### src/design/rte_pkg.sv
`timescale 1ns / 1ps
// Package of the row table engine: opcodes, micro-operations, and the
// command and status groups between controller and datapath. No dependencies.
package rte_pkg;

  // Operation codes carried by an input item.
  typedef enum logic [3:0] {
    OP_APPEND = 4'd0,
    OP_COLUMN = 4'd1,
    OP_MAX    = 4'd2,
    OP_MIN    = 4'd3,
    OP_SEARCH = 4'd4,
    OP_COUNT  = 4'd5,
    OP_TOTAL  = 4'd6,
    OP_SORT   = 4'd7,
    OP_READ   = 4'd8,
    OP_RSV9   = 4'd9,
    OP_RSV10  = 4'd10,
    OP_RSV11  = 4'd11,
    OP_RSV12  = 4'd12,
    OP_RSV13  = 4'd13,
    OP_RSV14  = 4'd14,
    OP_RSV15  = 4'd15
  } op_e;

  // Datapath micro-operations issued by the controller.
  typedef enum logic [3:0] {
    U_NONE,
    U_START,
    U_APPEND,
    U_COLV,
    U_FILL,
    U_CCLR,
    U_RD,
    U_BEST,
    U_SRCH,
    U_TOT,
    U_LDC,
    U_SW,
    U_WEND,
    U_NEXT
  } uop_e;

  // Reset value of the fill register.
  localparam logic [31:0] FILL_RESET = 32'd999;

  typedef struct packed {
    logic capture;
    uop_e uop;
    logic emit;
  } ctrl_cmd_t;

  typedef struct packed {
    op_e  op;
    logic cend;
    logic empty;
    logic n_small;
    logic i_last;
    logic i_at_end;
    logic end_one;
    logic cur_full;
    logic tot_last;
    logic match;
    logic out_free;
  } dp_stat_t;

endpackage

### src/design/rte_ctrl.sv
`timescale 1ns / 1ps
// Controller of the row table engine: sequences each operation as datapath
// micro-operations. Depends on rte_pkg.
module rte_ctrl (
  input  logic               clk_i,
  input  logic               rst_ni,
  input  logic               in_valid_i,
  output logic               in_ready_o,
  input  rte_pkg::dp_stat_t  stat_i,
  output rte_pkg::ctrl_cmd_t cmd_o
);
  import rte_pkg::*;

  typedef enum logic [3:0] {
    S_IDLE, S_START, S_APP, S_COL, S_FILL, S_RD, S_CMP, S_TOT,
    S_SRD0, S_SLD, S_SRDJ, S_SSW, S_SWE, S_RRD, S_REM, S_EMIT
  } state_e;

  state_e state_q, state_d;

  // Next state and commands.
  always_comb begin
    state_d       = state_q;
    cmd_o.capture = 1'b0;
    cmd_o.uop     = U_NONE;
    cmd_o.emit    = 1'b0;
    in_ready_o    = 1'b0;
    unique case (state_q)
      S_IDLE: begin
        in_ready_o = 1'b1;
        if (in_valid_i) begin
          cmd_o.capture = 1'b1;
          state_d       = S_START;
        end
      end
      S_START: begin
        cmd_o.uop = U_START;
        case (stat_i.op)
          OP_APPEND: state_d = S_APP;
          OP_COLUMN: state_d = S_COL;
          OP_MAX, OP_MIN, OP_SEARCH: state_d = stat_i.empty ? S_EMIT : S_RD;
          OP_COUNT:  state_d = S_EMIT;
          OP_TOTAL:  state_d = S_TOT;
          OP_SORT:   state_d = stat_i.n_small ? S_EMIT : S_SRD0;
          OP_READ:   state_d = stat_i.empty ? S_EMIT : S_RRD;
          default:   state_d = S_IDLE;
        endcase
      end
      S_APP: begin
        cmd_o.uop = U_APPEND;
        state_d   = S_EMIT;
      end
      S_COL: begin
        cmd_o.uop = U_COLV;
        state_d   = stat_i.cend ? S_FILL : S_EMIT;
      end
      S_FILL: begin
        if (stat_i.cur_full) begin
          cmd_o.uop = U_CCLR;
          state_d   = S_EMIT;
        end else begin
          cmd_o.uop = U_FILL;
        end
      end
      S_RD: begin
        cmd_o.uop = U_RD;
        state_d   = S_CMP;
      end
      S_CMP: begin
        if (stat_i.op == OP_SEARCH) begin
          cmd_o.uop = U_SRCH;
          state_d   = (stat_i.match || stat_i.i_last) ? S_EMIT : S_RD;
        end else begin
          cmd_o.uop = U_BEST;
          state_d   = stat_i.i_last ? S_EMIT : S_RD;
        end
      end
      S_TOT: begin
        cmd_o.uop = U_TOT;
        if (stat_i.tot_last) begin
          state_d = S_EMIT;
        end
      end
      S_SRD0: begin
        cmd_o.uop = U_RD;
        state_d   = S_SLD;
      end
      S_SLD: begin
        cmd_o.uop = U_LDC;
        state_d   = S_SRDJ;
      end
      S_SRDJ: begin
        cmd_o.uop = U_RD;
        state_d   = S_SSW;
      end
      S_SSW: begin
        cmd_o.uop = U_SW;
        state_d   = stat_i.i_at_end ? S_SWE : S_SRDJ;
      end
      S_SWE: begin
        cmd_o.uop = U_WEND;
        state_d   = stat_i.end_one ? S_EMIT : S_SRD0;
      end
      S_RRD: begin
        cmd_o.uop = U_RD;
        state_d   = S_REM;
      end
      S_REM: begin
        if (stat_i.out_free) begin
          cmd_o.emit = 1'b1;
          if (stat_i.i_last) begin
            state_d = S_IDLE;
          end else begin
            cmd_o.uop = U_NEXT;
            state_d   = S_RRD;
          end
        end
      end
      S_EMIT: begin
        if (stat_i.out_free) begin
          cmd_o.emit = 1'b1;
          state_d    = S_IDLE;
        end
      end
      default: state_d = S_IDLE;
    endcase
  end

  // State register.
  always_ff @(posedge clk_i or negedge rst_ni) begin
    if (!rst_ni) begin
      state_q <= S_IDLE;
    end else begin
      state_q <= state_d;
    end
  end

endmodule

### config.mk
export PLATFORM = sky130hd
export DESIGN_NAME = rte_ctrl
export DESIGN_NICKNAME = d
export VERILOG_FILES = /design/src/design/rte_pkg.sv /design/src/design/rte_ctrl.sv
export SDC_FILE = /design/constraint.sdc
export NUM_CORES = 1
export LEC_CHECK = 0
export BUFFER_PORTS_ARGS = -buffer_cell sky130_fd_sc_hd__buf_2
export CAP_MARGIN = 20
export CORE_MARGIN = 3
export CORE_UTILIZATION = 46
export DETAILED_ROUTE_END_ITERATION = 6
export PLACE_DENSITY = 0.84
export SLEW_MARGIN = 40
export SYNTH_ARGS = -nofsm -noshare
export SYNTH_HDL_FRONTEND = slang
export SYNTH_SLANG_ARGS = --single-unit
export TNS_END_PERCENT = 10
### constraint.sdc
create_clock -name clk_i -period 1.5 [get_ports clk_i]
set_input_delay 0.3 -clock clk_i [delete_from_list [all_inputs] [get_ports clk_i]]
set_output_delay 0.3 -clock clk_i [all_outputs]
set_load 0.1 [all_outputs]
**Yosys cells after proc, flatten, opt, wreduce, memory -nomap -nowiden**

Index checks and enable logic that the tools add are counted.

- Equality and inequality tests: 28
- Multiplexer cells: 26
- Reduce and logical (&&, ||, !) cells: 6

Operator list:

| kind | number |
|---|---|
| $pmux 4 s16 | 1 |
| $mux 4 | 12 |
| $pmux 4 s11 | 1 |
| $eq 4x4->1 const B | 9 |
| $eq 4x3->1 const B | 8 |
| $pmux 4 s7 | 1 |
| $eq 4x2->1 const B | 4 |
| $ne 2x2->1 const B | 5 |
| $mux 3 | 3 |
| $eq 4x1->1 const B | 2 |
| $logic_not 4->1 | 2 |
| $mux 1 | 5 |
| $mux 5 | 1 |
| $reduce_and 5->1 | 1 |
| $reduce_or 4->1 | 1 |
| $reduce_or 3->1 | 1 |
| $mux 2 | 1 |
| $pmux 1 s2 | 1 |
| $logic_or 1x1->1 | 1 |

- Register bits: 4
- Bits of input ports: 17
- Output and inout port bits: 7
- Word-level logic and storage cells: 61

**Logic depth before layout (Yosys ltp)**

Gate-level depths: netlist of run 1.

- Depth after elaboration: 4
- Gate-level depth with buffers: 6
- Depth with buffers taken out: 5

**Worst setup path after synthesis of run 1**

No wires, ideal clock.

- Kind: register to output
- From: reg state_q[2]
- To: out cmd_o[3] (netlist name)
- Arrival time: 2.422 ns
- Required time: 1.200 ns
- Setup slack: -1.222 ns
- Stages on the path, launching flop included: 6
- Cell sequence: dfrtp_1 > buf_6 > clkbuf_8 > nor2_1 > a21oi_1 > o221ai_1

RTL lines:

| element | line | RTL |
|---|---|---|
| from (decl) | rte_ctrl.sv:19 | `state_e state_q, state_d;` |
| from (signal assigned) | rte_ctrl.sv:134 | `state_q <= state_d;` |
| to (decl) | rte_ctrl.sv:10 | `output rte_pkg::ctrl_cmd_t cmd_o` |

==> summary.md, run 1 <==
| Metric | Value |
|---|---|
| Via density | 6.53 |
| Syn Nets | 121 |
| Setup WS post-layout | -483 ps |
| Setup crit end kind | output port |
| Max stage delay on crit path | ~350 ps |
| Seq/Total Area, Yosys | between 10% and 20% |
| Mean Syn Cell Area | 7.87 µm² |
| Yosys warning count | 0 |
| Max reg flops | 4 |
| Final Core Density | between 90% and 100% |
| Fill count | 57 |
| Core area | between 1500 and 2000 µm² |
| Setup TNS | -3780 ps |
| Depth of the most critical reg-to-reg path | 7 |
| Min-Delay Path Class | in2async |
| Antenna diodes | 0 |
| First-pass GRT wire length | approximately 5300 µm |
| Post-DR wirelength/cell | between 20 and 25 µm |
| Area occupied by multi-input gates | between 700 and 800 µm² |
| FP Rows | 14 |
| Worst Path Class, Setup | in2out |
| Overflow after GRT | 0 |
| Routed vias | 1234 |
| Clock Tree Buf Depth | 2 |
| Area leader, netlist | dfrtp_1 |
| Critical path data arrival time | between 1500 and 2000 ps |
| Skew-Pair Late Insertion Delay | approximately 250 ps |
| Initial Util | 51.3% |
| CTS tree | yes |
| Final Critical Period | 1980 ps |
| Die span in x | between 40 and 50 µm |
| Fraction of layout cells with a size suffix above 1 | slightly above 60% |
| Cell Area, Synth | a little over 800 µm² |
| Reg with most FFs | state_q |
| Initial DRT Pass Iterations | 4 |
| Total I/O pin count | 24 |
| Final setup fails | 11 |
| Area Overhead vs Synth | 79.4% |
| Critical path cell sequence | buf_2 -> nor4b_4 -> buf_4 -> nor2_1 -> a21oi_1 -> o221ai_4 -> buf_12 |
| Yosys reg bits | 4 |
| Final Slew Violations | 0 |
| WHS | between 300 and 400 ps |
| Initial DRC count | 80 |
| WL final | approximately 4000 µm |
| Worst-margin pin slew | around 460 ps |
| Netlist cell types | 47 |
| Synth top area share | 12.2% |
| CP top delay family | buffers and inverters |
| Number of global-route vias before repair | about 1100 |
| Critical path's slowest cell | nor4b_4 |
| Clock Sink Count | 4 |
| Max FO, Critical Path | 3 |
| Tcrit/Tclk final | 132% |
| Max-cap viol count | 0 |
| Synthesized instance count | between 100 and 150 |
| Ranking of synthesized cells by area | dfrtp_1, buf_6, clkbuf_8 |
| Register area | just over 100 µm² |
| Crit start category | primary input |
| RSZ-0062 raised after global routing | true |
| DRC | 0 |
| EDFF count, synth | 0 |
| GR Util All Layers | about 34% |
| Largest net degree at the start of global routing | 12 |
| Instance count on the critical path | 7 |
| Post-Route Skew | between 0.4 and 0.5 ps |
| Die span in y | ~48 µm |
| Post-DP HPWL | 2520 µm |
| Post-synth ARST share | between 90% and 100% |
| Max H-tree Level | 1 |
| Failing checks | negative setup slack |
| Primary FF master, synth | dfrtp_1 |
| Final hold vios | 0 |
| Gp weighted congestion | roughly 0.93 |
| # nets final | 184 |
| Rel. slew slack | a little over two thirds |
| FMAX | roughly 0.50 GHz |
| Initial antenna violation count | 0 |
| Antenna Nets Post-Route | 0 |
| Outcome | finished with violations |
| Port buffer count | 23 |
| WP data required | about 1200 ps |
| Die Area | around 2300 µm² |
| Clk slew on worst S/H paths | approximately 40 ps |
| Clock buffers created by TritonCTS | 3 |
| Crit path buffers/inverters | 3 |
| Root Driver | clkbuf_4 |
| Top flop regs | state_q: 4 flops |
-- cells in the mapped netlist, types with 3 or more instances --
cell type,n
nand2_1,11
a21oi_1,8
nor2_1,7
nand3_1,6
o21ai_0,5
buf_6,4
dfrtp_1,4
clkbuf_8,3
inv_1,3
inv_2,3
nand2b_1,3
nor2b_1,3
nor3b_1,3
o21ai_1,3
-- per-stage QoR --
stage	cell area, µm²	worst slack, ps	std cells
floorplan	898	-361	104
global placement	1320	-385	179
detailed placement	1320	-419	179
CTS	1440	-404	188
global route	1470	-532	189
finish	1470	-483	189
-- layout make-up --
class	instances	share of cell area, %
Clock buffer	3	1.53
Inverter	6	1.79
Multi-Input combinational cell	85	47.9
Sequential cell	4	6.99
Tap cell	24	2.05
Timing Repair Buffer	67	39.7
-- placed cells by master, fill, tap and decap left out, types with 2 or more instances in the layout --
cell,netlist,layout
nand4_1,2,2
nor2_2,1,2
nor2b_4,1,2
nand3_1,6,5
and2_4,1,2
inv_1,3,2
nand2_2,0,2
buf_6,4,8
dfrtp_2,0,2
o21ai_0,5,4
o22ai_1,2,2
nand2_1,11,9
buf_4,1,35
nand2b_1,3,3
nor2_1,7,4
nor2b_1,3,3
nor3_1,2,2
a21oi_1,8,7
dfrtp_1,4,2
inv_2,3,3
nor4_4,1,2
buf_12,0,7
buf_2,1,16
nor2_4,0,2
o21ai_1,3,4
clkbuf_4,0,3
a31oi_1,2,2
nor3b_1,3,3
-- kinds of logic after synthesis --
logic type,count (synthesis),synth area share [%]
simple gates,49,39.8
flops,4,12.2
mux,1,1.22
compound gates,35,32.0
buf+inv,15,14.8
-- path summary, 6_finish.rpt --
| kind | startpoint | end | slack, ps |
|---|---|---|---|
| min reg2reg | state_q[0] | state_q[0] | 870 |
| max reg2reg | state_q[1] | state_q[0] | -420 |
| max | stat_i[11] | cmd_o[3] | -480 |
| min | rst_ni | state_q[1] | 390 |
| min in group clk_i | stat_i[4] | state_q[2] | 400 |
| max in group asynchronous | rst_ni | state_q[0] | 970 |
-- routing by layer --
layer,up-vias,global-route usage [%],wire length [µm]
li1,516,-,-
met1,576,36.3,1360
met2,112,59.6,2020
met3,30,8.86,414
met4,0,19.9,261
met5,-,0,0
-- what timing repair did --
action                                 CTS  global route
hold buffers                             1             0
setup endpoints to repair               11            11
gates resized for setup                 13             5
pin swaps                                3             4
setup buffers                            5             1
endpoints found under the hold margin    4             0
Power of run 1 is left out: the tool's default activity adds up to more than one toggle a clock period on the data nets, which glitch-free logic cannot reach.
==> run 2: changes to the inputs <==
- CELL_PAD_IN_SITES_DETAIL_PLACEMENT: not set -> 0
- CELL_PAD_IN_SITES_GLOBAL_PLACEMENT: not set -> 2
- CORE_UTILIZATION: 46 -> 26
- PLACE_DENSITY: 0.84 -> 0.85
==> run 2 against run 1 <==
  * The run still ends with negative setup slack left
  * Critical path depth fell by 2
  * First-iteration DRC count is 15% lower
  * Design area up 2.7%
  * Via count fell by 16%
  * Global-route usage fell by 20 points
  * Wire length decreased by 32%
  * Largest cell class unchanged
  * Highest routed layer unchanged
==> summary.md, run 2 (same netlist as run 1, synthesis figures left out) <==
| Metric | Value |
|---|---|
| WL final | 2740 µm (was 4050 µm) |
| Fraction of layout cells with a size suffix above 1 | 61.4% (was 60.6%) |
| Clock Tree Buf Depth | 2 (unchanged) |
| Setup crit end kind | output port (unchanged) |
| Clk slew on worst S/H paths | 30 ps (was 40 ps) |
| GR Util All Layers | 14.2% (was 34.1%) |
| Crit start category | register (was primary input) |
| Outcome | finished with violations (unchanged) |
| Commonest non-fill, non-tap cell in the layout | buf_4 (unchanged) |
| Pleak | around 0.66 nW |
| DRC | 0 (unchanged) |
| Critical path cell sequence | buf_4 -> buf_2 -> buf_4 -> a221o_4 -> buf_12 (was buf_2 -> nor4b_4 -> buf_4 -> nor2_1 -> a21oi_1 -> o221ai_4 -> buf_12) |
| Routed vias | 1036 (was 1234) |
| Gp weighted congestion | 0.849 (was 0.928) |
| CTS tree | yes (unchanged) |
| Core area | 2880 µm² (was 1590 µm²) |
| Setup TNS | -3160 ps (was -3780 ps) |
| Die span in y | 62.1 µm (was 48.2 µm) |
| Top flop regs | state_q: 4 flops (unchanged) |
| Switching Fraction | approximately 53% |
| Critical path's slowest cell | dfrtp_1 (was nor4b_4) |
| Worst Path Class, Setup | reg2out (was in2out) |
| Initial DRT Pass Iterations | 4 (unchanged) |
| Fill count | 272 (was 57) |
| Area Overhead vs Synth | 84.3% (was 79.4%) |
| Cell Int Power | 1.87 mW |
| Max FO, Critical Path | 4 (was 3) |
| Post-DP HPWL | 2160 µm (was 2520 µm) |
| Clk pwr share | between 3 and 4% |
| Min-Delay Path Class | in2reg (was in2async) |
| Antenna Nets Post-Route | 0 (unchanged) |
| Antenna diodes | 0 (unchanged) |
| FP Rows | 19 (was 14) |
| Port buffer count | 23 (unchanged) |
| Critical path data arrival time | 1620 ps (was 1680 ps) |
| Final Slew Violations | 0 (unchanged) |
| First-pass GRT wire length | 4620 µm (was 5340 µm) |
| Root Driver | clkbuf_4 (unchanged) |
| Flop pwr share | around 5.9% |
| Final setup fails | 11 (unchanged) |
| Rel. slew slack | 72.8% (was 69.6%) |
| FMAX | 0.520 GHz (was 0.504 GHz) |
| Tcrit/Tclk final | 128% (was 132%) |
| Register area | 100 µm² (was 103 µm²) |
| # nets final | 185 (was 184) |
| Worst-margin pin slew | 408 ps (was 455 ps) |
| Max reg flops | 4 (unchanged) |
| Failing checks | negative setup slack (unchanged) |
| WP data required | 1200 ps (about the same) |
| Net Switching | around 2.1 mW |
| Max H-tree Level | 1 (unchanged) |
| Max stage delay on crit path | 410 ps (was 350 ps) |
| VDD IR max | around 0.001 V |
| Initial antenna violation count | 0 (unchanged) |
| Number of global-route vias before repair | 1069 (was 1148) |
| Total I/O pin count | 24 (unchanged) |
| Most frequent cells in the layout | buf_4, buf_2, nand2_1 (unchanged) |
| Clock Sink Count | 4 (unchanged) |
| CP top delay family | buffers and inverters (unchanged) |
| Die span in x | 62.1 µm (was 48.2 µm) |
| Max-cap viol count | 0 (unchanged) |
| Finished Layout Cells | 208 (was 189) |
| Clock buffers created by TritonCTS | 3 (unchanged) |
| Post-Route Skew | 7.33 ps (was 0.413 ps) |
| Reg with most FFs | state_q (unchanged) |
| Overflow after GRT | 0 (unchanged) |
| Cell mode on critical path | buf_4 |
| Tot Pwr | 4.01 mW |
| Via density | 4.98 (was 6.53) |
| Initial Util | 28.4% (was 51.3%) |
| Largest net degree at the start of global routing | 16 (was 12) |
| Pre-CTS setup slack | -444 ps (was -419 ps) |
| RSZ-0062 raised after global routing | true (unchanged) |
| Initial DRC count | 68 (was 80) |
| Placed Cells | 197 (was 179) |
| Pwr/cell area | ~2700 nW/µm² |
| Area occupied by multi-input gates | 726 µm² (was 703 µm²) |
| Comb pwr share | 90.7% |
| Skew-Pair Late Insertion Delay | 240 ps (was 250 ps) |
| Final hold vios | 0 (unchanged) |
| Setup WS post-layout | -424 ps (was -483 ps) |
| Crit path buffers/inverters | 4 (was 3) |
| Die Area | 3860 µm² (was 2320 µm²) |
| Final Core Density | 52.4% (was 92.1%) |
| Final Critical Period | 1920 ps (was 1980 ps) |
| Post-DR wirelength/cell | 13.2 µm (was 21.4 µm) |
[run 2: metal layers]
layer / share of wire [%] / track usage (%)
met4: 0.80 / 4.14
met5: 0 / 0
met2: 54 / 26.6
met1: 42 / 16.8
met3: 3.6 / 1.62
[run 2: path summary, 6_finish.rpt]
check                           start    endpoint  slack [ps]  cells after the start
min in group asynchronous      rst_ni  state_q[1]         410                      2
max in group asynchronous      rst_ni  state_q[0]         960                      2
min                         stat_i[4]  state_q[2]         400                      3
min reg2reg                state_q[3]  state_q[2]         800                      3
max reg2reg                state_q[0]  state_q[3]        -270                      8
max                        state_q[0]    cmd_o[4]        -420                      5
[run 2: per-stage QoR]
step | hold WS, ps | instance area [µm²]
detailed placement | 113 | 1340
global placement | 106 | 1340
floorplan | 4.41 | 898
global route | 416 | 1510
CTS | 389 | 1440
finish | 402 | 1510
[run 2: power groups by stage]
stage / clock network [mW] / registers [mW] / logic [mW]
floorplan: 0 / 0.192 / 2.29
global route: 0.139 / 0.243 / 3.84
CTS: 0.138 / 0.230 / 3.45
finish: 0.135 / 0.239 / 3.64
global placement: 0 / 0.219 / 3.22
detailed placement: 0 / 0.222 / 3.25
[run 2: worst register-to-register path, stage by stage (launching register included)]
cell and delay (ps):
dfrtp_1 410, buf_6 150, buf_4 130, buf_6 120
nor2b_4 130, and2_4 160, o41ai_4 290, nor2b_1 80
a32oi_1 210
[run 2: layout make-up]
cell class              instances  area share, %
repair buffers                 68           38.5
flip-flops and latches          4           6.64
multi-input cells              85           48.1
clock buffers                   3           1.49
well taps                      42           3.49
inverters                       6           1.74
[run 2: timing repair]
item / 4_1_cts / 5_1_grt
gates resized for setup: 11 / 9
pin swaps: 1 / 2
endpoints found under the setup margin: 11 / 11
cloned: 0 / 1
buffers inserted: 3 / 3
endpoints found under the hold margin: 4 / 0
hold buffers: 1 / 0
Note: power is estimated with default switching activity, not from simulation.
==> run 3: changes to the inputs <==
- BUFFER_PORTS_ARGS: -buffer_cell sky130_fd_sc_hd__buf_2 -> not set
- CORE_UTILIZATION: 26 -> 37
- DONT_BUFFER_PORTS: not set -> 1
- PLACE_DENSITY: 0.85 -> 0.91
- clock period: 1.5 -> 2.5 ns (I/O delays scaled with it)
==> run 3 against run 2 <==
  * Clock skew fell by 3.2 ps
  * The flow now finishes without violations
  * Critical endpoint is now cmd_o[1]
  * Count of clock-buffer cells in the layout stayed put
  * Core utilization decreased by 6.9 points
  * Die area shrank 27%
==> summary.md, run 3 (same netlist as run 1, synthesis figures left out) <==
| Metric | Value |
|---|---|
| Worst Hold Path Cells | 2 (was 3) |
| Antenna diodes | 0 (unchanged) |
| Reg with most FFs | state_q (unchanged) |
| Rel. slew slack | 71.7% (was 72.8%) |
| Die Area | 2810 µm² (was 3860 µm²) |
| Worst-margin pin slew | 424 ps (was 408 ps) |
| Area after DPL | 888 µm² (was 1340 µm²) |
| # nets final | 129 (was 185) |
| Root Driver | clkbuf_4 (unchanged) |
| Max H-tree Level | 1 (unchanged) |
| Post_cts resized | 0 (was 11) |
| Final Critical Period | 2190 ps |
| Core area | 2020 µm² (was 2880 µm²) |
| CTS tree | yes (unchanged) |
| WP data required | 2000 ps (was 1200 ps) |
| Overflow after GRT | 0 (unchanged) |
| Initial DRT Pass Iterations | 4 (unchanged) |
| RSZ-0062 raised after global routing | false (was true) |
| DRC | 0 (unchanged) |
| Number of global-route vias before repair | 806 (was 1069) |
| Die span in x | 53.0 µm (was 62.1 µm) |
| Clock Sink Count | 4 (unchanged) |
| First-pass GRT wire length | 3570 µm (was 4620 µm) |
| Die span in y | 53.0 µm (was 62.1 µm) |
| Via density | 5.83 (was 4.98) |
| Initial Util | 40.5% (was 28.4%) |
| Crit start category | register (unchanged) |
| Post-Route Skew | 4.11 ps (was 7.33 ps) |
| Max stage delay on crit path | 560 ps (was 410 ps) |
| Max-cap viol count | 0 (unchanged) |
| Area of all placed cells without fillers | 921 µm² (was 1510 µm²) |
| Hold EP | state_q[2] (unchanged) |
| Setup TNS | 0 ps (was -3160 ps) |
| Clock buffers created by TritonCTS | 3 (unchanged) |
| Area Overhead vs Synth | 12.5% (was 84.3%) |
| Antenna Nets Post-Route | 0 (unchanged) |
| GR Util All Layers | 17.3% (was 14.2%) |
| Final hold vios | 0 (unchanged) |
| Initial DRC count | 22 (was 68) |
| Final Slew Violations | 0 (unchanged) |
| FP Rows | 16 (was 19) |
| Routed vias | 799 (was 1036) |
| Outcome | finished clean (was finished with violations) |
| Worst Path Class, Setup | reg2out (unchanged) |
| Largest net degree at the start of global routing | 20 (was 16) |
| Fill count | 210 (was 272) |
| Top flop regs | state_q: 4 flops (unchanged) |
| Reg-to-reg critical path startpoint | state_q[3] (was state_q[0]) |
| Critical path data arrival time | 1690 ps (was 1620 ps) |
| Tcrit/Tclk final | 87.7% |
| R2r setup slk | 680 ps (was -270 ps) |
| Critical path cell sequence | buf_4 -> a21boi_0 -> o21ai_0 -> o2111ai_2 -> buf_12 (was buf_4 -> buf_2 -> buf_4 -> a221o_4 -> buf_12) |
| RR Endpoint | state_q[0] (was state_q[3]) |
| Skew-Pair Late Insertion Delay | 230 ps (was 240 ps) |
| Port buffer count | 0 (was 23) |
| Fraction of layout cells with a size suffix above 1 | 30.0% (was 61.4%) |
| Setup crit end kind | output port (unchanged) |
| Min-Delay Path Class | in2reg (unchanged) |
| Max FO, Critical Path | 10 (was 4) |
| Final setup fails | 0 (was 11) |
| Max reg flops | 4 (unchanged) |
| Initial antenna violation count | 0 (unchanged) |
| FMAX | about 0.46 GHz |
| Clk slew on worst S/H paths | 40 ps (was 30 ps) |
| Total I/O pin count | 24 (unchanged) |
| Depth of the most critical reg-to-reg path | 5 (was 8) |
| Most frequent cells in the layout | nand2_1, a21oi_1, buf_4 (was buf_4, buf_2, nand2_1) |
| Commonest non-fill, non-tap cell in the layout | nand2_1 (was buf_4) |
| Gp weighted congestion | 0.868 (was 0.849) |
| WL final | 1980 µm (was 2740 µm) |
| Clock Tree Buf Depth | 2 (unchanged) |
| HP Start | stat_i[4] (unchanged) |
| Post-DP HPWL | 1610 µm (was 2160 µm) |
| Critical path's slowest cell | dfrtp_1 (unchanged) |
| Post-DR wirelength/cell | 14.4 µm (was 13.2 µm) |
run 3: cell types whose count changed in the layout (fill, tap and decap cells not counted), moves of 3 or more:
cell    delta
buf_6      -6
buf_2     -17
buf_12     -4
nor2_1     +3
buf_4     -29
run 3: worst max-delay path, delay by kind of cell, from the launching register on:
kind / cells / cell delay [ps]
buffers and inverters: 2 / 440
flip-flops: 1 / 560
AO/OA/AOI/OAI: 3 / 460
run 3: routing by layer:
metal / global-route usage (%) / wire length [µm]
met5: 0 / 0
met4: 4.68 / 12
met3: 5.92 / 116
met2: 27.3 / 1010
met1: 22.1 / 837
run 3: how the worst max path moves through the flow:
| stage | slack (ps) | end | from | depth (start not counted) |
|---|---|---|---|---|
| floorplan | -450 | cmd_o[3] | stat_i[12] | 5 |
| global placement | 350 | cmd_o[2] | stat_i[11] | 5 |
| detailed placement | 320 | cmd_o[2] | stat_i[11] | 5 |
| CTS | 300 | cmd_o[3] | state_q[0] | 5 |
| global route | 150 | cmd_o[4] | state_q[0] | 6 |
| finish | 310 | cmd_o[1] | state_q[3] | 5 |
run 3: repair_timing:
action                    CTS  global route
buffers inserted            0             0
hold buffers                1             0
hold endpoints to repair    4             0
run 3: layout make-up:
cell class                 instances  area, µm²  share of cell area (%)
clock buffer                       3       22.5                    2.45
inverter                           6       22.5                    2.45
multi-input combinational         85        612                    66.4
sequential                         4        100                    10.9
tap                               27       33.8                    3.67
timing repair buffer              12        130                    14.1
run 3: stage by stage:
| stage | std cells | utilization, % | setup WS (ps) | hold slack [ps] |
|---|---|---|---|---|
| floorplan | 104 | - | -454 | 204 |
| global placement | 133 | 43.9 | 348 | 205 |
| detailed placement | 133 | 43.9 | 321 | 205 |
| CTS | 137 | 45.5 | 296 | 432 |
| global route | 137 | 45.5 | 147 | 427 |
| finish | 137 | 45.5 | 307 | 438 |
Power of run 3 is left out for the same reason.
